===== src/rtl/lla_pkg.sv =====
// Shared types, codes and cell rule functions for the life-like automaton.
`timescale 1ns / 1ps

package lla_pkg;

   // default storage geometry
   localparam int DEF_MAX_COLS = 64;
   localparam int DEF_MAX_ROWS = 64;
   localparam int DEF_HISTORY  = 4;
   localparam int MIN_HISTORY  = 2;

   localparam int CELL_W     = 3;
   localparam int CSR_ADDR_W = 5;
   localparam int CSR_DATA_W = 32;

   // cell codes
   localparam logic [CELL_W-1:0] CELL_DEAD  = 3'd0;
   localparam logic [CELL_W-1:0] CELL_ALIVE = 3'd1;
   localparam logic [CELL_W-1:0] CELL_NEW   = 3'd2;
   localparam logic [CELL_W-1:0] CELL_DIED  = 3'd3;
   localparam logic [CELL_W-1:0] CELL_UNDEF = 3'd4;

   // rule actions
   localparam logic [1:0] ACT_DIE    = 2'd0;
   localparam logic [1:0] ACT_CREATE = 2'd1;
   localparam logic [1:0] ACT_KEEP   = 2'd2;
   localparam logic [1:0] ACT_TOGGLE = 2'd3;

   // register indexes
   localparam logic [2:0] REG_GRID_WIDTH   = 3'd0;
   localparam logic [2:0] REG_GRID_HEIGHT  = 3'd1;
   localparam logic [2:0] REG_RULE_TABLE   = 3'd2;
   localparam logic [2:0] REG_PERIOD_CHECK = 3'd3;
   localparam logic [2:0] REG_HISTORY_USED = 3'd4;

   typedef enum logic [1:0] {
      OP_WRITE = 2'd0,
      OP_STEP  = 2'd1,
      OP_READ  = 2'd2,
      OP_NONE  = 2'd3
   } op_type;

   typedef struct packed {
      logic [6:0]  grid_width;
      logic [6:0]  grid_height;
      logic [17:0] rule_table;
      logic        period_check_on;
      logic [2:0]  history_used;
   } cfg_type;

   // controller to datapath
   typedef struct packed {
      logic start_op;
      logic clr_write;
      logic wr_cell;
      logic rd_cell;
      logic rd_capture;
      logic row_start;
      logic load_tick;
      logic fill_tick;
      logic row_next;
      logic step_commit;
      logic cmp_start;
      logic cmp_issue;
      logic cmp_next;
      logic set_found;
      logic out_load;
   } cmd_type;

   // datapath to controller
   typedef struct packed {
      logic   clr_last;
      op_type op;
      logic   row_in_grid;
      logic   load_done;
      logic   fill_done;
      logic   row_last;
      logic   cmp_last;
      logic   mismatch;
      logic   lag_last;
      logic   check_on;
   } status_type;

   // new counts as alive, died as dead
   function automatic logic [CELL_W-1:0] settle(input logic [CELL_W-1:0] code);
      logic [CELL_W-1:0] s;
      case (code)
         CELL_NEW:  s = CELL_ALIVE;
         CELL_DIED: s = CELL_DEAD;
         default:   s = code;
      endcase
      return s;
   endfunction

   function automatic logic is_live(input logic [CELL_W-1:0] code);
      return (code == CELL_ALIVE) || (code == CELL_NEW);
   endfunction

   function automatic logic [CELL_W-1:0] next_code(input logic [17:0] rule,
                                                   input logic [3:0]  count,
                                                   input logic        live);
      logic [1:0] act;
      act = 2'(rule >> {count, 1'b0});
      if (live) begin
         return (act == ACT_CREATE || act == ACT_KEEP) ? CELL_ALIVE : CELL_DIED;
      end
      return (act == ACT_CREATE || act == ACT_TOGGLE) ? CELL_NEW : CELL_DEAD;
   endfunction

   // two cells differ, or either is undefined
   function automatic logic cell_differs(input logic [CELL_W-1:0] x,
                                         input logic [CELL_W-1:0] y);
      logic [CELL_W-1:0] a;
      logic [CELL_W-1:0] b;
      a = settle(x);
      b = settle(y);
      return (a == CELL_UNDEF) || (b == CELL_UNDEF) || (a != b);
   endfunction

endpackage


===== src/rtl/lla_ctrl.sv =====
// Controller: sequences clearing, cell access, generation step and period search.
`timescale 1ns / 1ps

module lla_ctrl
   import lla_pkg::*;
(
   input  logic       clock,
   input  logic       reset,
   input  logic       req_valid,
   output logic       req_stall,
   output logic       rsp_valid,
   input  logic       rsp_stall,
   output cmd_type    cmd,
   input  status_type status
);

   typedef enum logic [13:0] {
      S_CLEAR     = 14'b00000000000001,
      S_IDLE      = 14'b00000000000010,
      S_DISPATCH  = 14'b00000000000100,
      S_WRITE     = 14'b00000000001000,
      S_RD_ISSUE  = 14'b00000000010000,
      S_RD_WAIT   = 14'b00000000100000,
      S_ROW_START = 14'b00000001000000,
      S_LOAD      = 14'b00000010000000,
      S_FILL      = 14'b00000100000000,
      S_CMP_START = 14'b00001000000000,
      S_CMP_ISSUE = 14'b00010000000000,
      S_CMP_DRAIN = 14'b00100000000000,
      S_CMP_DEC   = 14'b01000000000000,
      S_DONE      = 14'b10000000000000
   } state_type;

   state_type state_ff, state_in;
   logic      rsp_valid_ff, rsp_valid_in;

   assign req_stall = (state_ff != S_IDLE);
   assign rsp_valid = rsp_valid_ff;

   // next state and commands
   always_comb begin
      state_in     = state_ff;
      cmd          = '0;
      rsp_valid_in = rsp_valid_ff && rsp_stall;
      case (state_ff)
         S_CLEAR: begin
            cmd.clr_write = 1'b1;
            if (status.clr_last) state_in = S_IDLE;
         end
         S_IDLE: begin
            if (req_valid) begin
               cmd.start_op = 1'b1;
               state_in     = S_DISPATCH;
            end
         end
         S_DISPATCH: begin
            case (status.op)
               OP_WRITE: state_in = S_WRITE;
               OP_STEP:  state_in = S_ROW_START;
               OP_READ:  state_in = S_RD_ISSUE;
               default:  state_in = S_DONE;
            endcase
         end
         S_WRITE: begin
            cmd.wr_cell = 1'b1;
            state_in    = S_DONE;
         end
         S_RD_ISSUE: begin
            cmd.rd_cell = 1'b1;
            state_in    = S_RD_WAIT;
         end
         S_RD_WAIT: begin
            cmd.rd_capture = 1'b1;
            state_in       = S_DONE;
         end
         S_ROW_START: begin
            cmd.row_start = 1'b1;
            state_in      = status.row_in_grid ? S_LOAD : S_FILL;
         end
         S_LOAD: begin
            cmd.load_tick = 1'b1;
            if (status.load_done) state_in = S_FILL;
         end
         S_FILL: begin
            if (!status.fill_done) begin
               cmd.fill_tick = 1'b1;
            end else if (status.row_last) begin
               cmd.step_commit = 1'b1;
               state_in        = status.check_on ? S_CMP_START : S_DONE;
            end else begin
               cmd.row_next = 1'b1;
               state_in     = S_ROW_START;
            end
         end
         S_CMP_START: begin
            cmd.cmp_start = 1'b1;
            state_in      = S_CMP_ISSUE;
         end
         S_CMP_ISSUE: begin
            cmd.cmp_issue = 1'b1;
            if (status.cmp_last) state_in = S_CMP_DRAIN;
         end
         S_CMP_DRAIN: begin
            state_in = S_CMP_DEC;
         end
         S_CMP_DEC: begin
            if (!status.mismatch) begin
               cmd.set_found = 1'b1;
               state_in      = S_DONE;
            end else if (status.lag_last) begin
               state_in = S_DONE;
            end else begin
               cmd.cmp_next = 1'b1;
               state_in     = S_CMP_ISSUE;
            end
         end
         S_DONE: begin
            if (!rsp_valid_ff || !rsp_stall) begin
               cmd.out_load = 1'b1;
               rsp_valid_in = 1'b1;
               state_in     = S_IDLE;
            end
         end
         default: state_in = S_CLEAR;
      endcase
   end

   always_ff @(posedge clock) begin
      if (reset) begin
         state_ff     <= S_CLEAR;
         rsp_valid_ff <= 1'b0;
      end else begin
         state_ff     <= state_in;
         rsp_valid_ff <= rsp_valid_in;
      end
   end

endmodule


===== config.mk =====
export PLATFORM = sky130hd
export DESIGN_NAME = lla_ctrl
export DESIGN_NICKNAME = d
export VERILOG_FILES = /design/src/rtl/lla_pkg.sv /design/src/rtl/lla_ctrl.sv
export SDC_FILE = /design/constraint.sdc
export NUM_CORES = 1
export LEC_CHECK = 0
export BUFFER_PORTS_ARGS = -buffer_cell sky130_fd_sc_hd__buf_2
export CORE_UTILIZATION = 40
export DETAILED_ROUTE_END_ITERATION = 10
export PLACE_DENSITY_LB_ADDON = 0.05
export SLEW_MARGIN = 40
export SYNTH_ARGS = -nofsm -noshare
export SYNTH_HDL_FRONTEND = slang
export SYNTH_SLANG_ARGS = --single-unit
export TNS_END_PERCENT = 10

===== constraint.sdc =====
create_clock -name clock -period 2.9 [get_ports clock]
set_input_delay 0.29 -clock clock [delete_from_list [all_inputs] [get_ports clock]]
set_output_delay 0.29 -clock clock [all_outputs]
set_load 0.01 [all_outputs]

==> flow_metrics.py <==
metrics = {
    "global_route": {
        "grt_remaining_overflow": 0,
        "grt_pass1_vias": 973,
        "grt_pass1_wl_mm": 4.51,
        "grt_max_degree": 11,
        "grt_antenna_before_repair": 0,
        "grt.total_usage": 0.215,
    },
    "placed_design": {
        "postPlaceCellArea_um2": 1250,
        "gp_congestion": 0.875,
        "place_worst_setup_slack_ns": 0.765,
        "portBuffers": 31,
        "dp.final_hpwl_mm": 2.14,
    },
    "timing": {
        "worst_slew_pin_slew_ns": 0.591,
        "relSlewSlack": 0.600,
        "fin_skew_ns": 0.00655,
        "min_period_ns": 2.48,
        "rsz0062_at_grt": "false",
        "fin_tns_setup_ns": 0,
        "finalHoldViolCount": 0,
        "setup_viol": 0,
        "timing.final.crit_share": 0.854,
        "layout_setup_ws_ns": 0.425,
        "drv_slew": 0,
        "fmax_mhz": 404,
    },
    "logic_synthesis": {
        "synth_largest_area_cell": "dfxtp_1",
        "synth_most_common_cell": "nor2_1",
        "synth_edf_count": 0,
        "synth_seq_cells": 15,
        "async_reset_ff_frac": 0,
        "synth_area_um2": 1100,
        "ys_top_cells_by_count": "26 x nor2_1, 15 x dfxtp_1, 10 x nand2_1, 6 x buf_2, 6 x nor4b_1",
        "yosysTopAreaCellShare": 0.272,
        "synth-seq-area-share": 0.272,
        "synth_nets": 156,
        "ys.flop_type": "dfxtp_1",
        "synth.distinct_cells": 46,
        "yosysWarningCount": 0,
        "syn_area_per_cell_um2": 7.84,
        "synth_area_leaders": "dfxtp_1 27%, nor2_1 8.8%, nor4b_1 4.8%, nor4_4 3.9%, nand2_1 3.4%",
        "syn_inst": 141,
    },
    "route": {
        "postRouteAntennaNets": 0,
        "vias": 1151,
        "first_iter_violations": 24,
        "firstDrtPassIters": 4,
        "routedWlPerCell_um": 14.0,
        "routed_wl_mm": 2.77,
        "avgViaCountPerCell": 5.81,
        "route.detailed.drc": 0,
    },
    "clocking": {
        "cts.reportedPaths.clkPinSlew_ns": 0.10,
        "cts_tree": "yes",
        "cts.sinks": 15,
        "post_cts_buffers": 0,
        "htreeDepth": 1,
        "ctsRootBufferMaster": "clkbuf_4",
        "clock_path_buffers": 2,
        "cts_buffers": 3,
        "postCtsHoldBufs": 0,
        "cts_resized": 0,
        "clk_latency_ns": 0.29,
    },
    "layout": {
        "fin_nets": 184,
        "syn2layout_area_growth_pct": 16.0,
        "design_area_um2": 1280,
        "antennaDiodeCount": 0,
        "drive_above_1_share": 0.292,
        "final_util": 0.503,
        "multi_input_area_um2": 739,
        "nFillCells": 268,
        "seq_area_um2": 300,
    },
    "floorplanning": {
        "dieArea_um2": 2980,
        "num_rows": 18,
        "die_x_um": 54.6,
        "core_area_um2": 2540,
        "start_util": 0.434,
        "die_y_um": 54.6,
        "io_pins": 32,
    },
    "worst_setup_path": {
        "critPathRequiredTime_ns": 2.61,
        "critPathTopFamily": "simple AND/OR/NAND/NOR gates",
        "criticalPathCategory": "reg -> out",
        "critPathLaunchType": "flip-flop",
        "cp_cell_sequence": "nor4_4, nand4_2, or3b_4, nand2b_4, inv_1, buf_2",
        "crit_arrival_ns": 2.19,
        "crit_path_top_delay_cell": "nor4_4",
        "crit_path_end_kind": "output port",
        "max_stage_delay_ns": 0.54,
        "crit_fanout": 9,
        "critPathBufInv": 2,
    },
    "power": {
        "power.density_nw_per_um2": 340,
        "power_uw": 435,
        "vdd.ir_drop.worst_mv": 0.189,
        "p_leak_uw": 0.000574,
    },
    "flow_run": {
        "maxCapViolations": 0,
    },
    "status": {
        "status": "finished, final reports clean",
    },
    "hold_path": {
        "hp-class": "in -> reg",
    },
}
-- layer usage --
layer / wire, µm / vias to the layer above / GRT usage
li1: - / 574 / -
met1: 1340 / 530 / 0.288
met2: 1200 / 43 / 0.341
met3: 188 / 4 / 0.0333
met4: 40 / 0 / 0.0812
met5: 0 / - / 0
-- stage by stage --
| stage | hold slack, ns | instances |
|---|---|---|
| global route | 0.187 | 198 |
| finish | 0.191 | 198 |
| floorplan | 0.367 | 141 |
| global placement | 0.502 | 194 |
| detailed placement | 0.501 | 194 |
| CTS | 0.186 | 198 |
-- worst reg2reg max path, delay by kind of cell (launching register included) --
kind,cells,cell delay (ns)
buf+inv,1,0.18
simple gates,5,1.18
flops,1,0.52
-- layout make-up --
cell class                 instances  share of cell area
multi-input combinational        113               0.577
sequential                        15               0.234
timing repair buffer              32               0.127
tap                               30              0.0293
clock buffer                       4              0.0205
inverter                           4              0.0117
-- placed cells by master, fill, tap and decap left out, types with 2 or more instances in the layout --
cell and instances:
buf_2 31, nor2_1 26, dfxtp_1 15, nand2_1 10, nor4b_1 6, nand4_1 5, nor3b_1 5, a21oi_1 5
o21ai_0 5, nor3_1 4, inv_1 4, nand3_1 4, nand2b_1 3, and3_1 3, xor2_1 3, o31ai_1 3
clkbuf_4 3, nor4_4 2, nor4_1 2, o32ai_1 2, nand4b_1 2
-- report_power, final --
part | internal [µW] | switching (µW)
combinational | 41.4 | 48.0
clock | 53.5 | 73.1
sequential | 210 | 9.14
total | 305 | 130
-- final timing paths --
check | start | to | slack (ns) | cells after the start
max | state_ff[4] | cmd[0] | 0.42 | 6
min | status[9] | state_ff[3] | 0.19 | 2
max reg2reg | state_ff[3] | state_ff[5] | 0.92 | 6
min reg2reg | state_ff[11] | state_ff[12] | 0.57 | 1
-- kinds of logic after synthesis --
kind of cell	synth area share
AND/OR/NAND/NOR	0.501
AO/OA/AOI/OAI	0.137
flip-flops	0.272
buffers and inverters	0.0589
XOR/XNOR	0.0317
-- sequential cells by signal (all words and copies together) (netlist names) --
register / count
rsp_valid: 1
state_ff: 14
(Power assumes the default switching activity.)
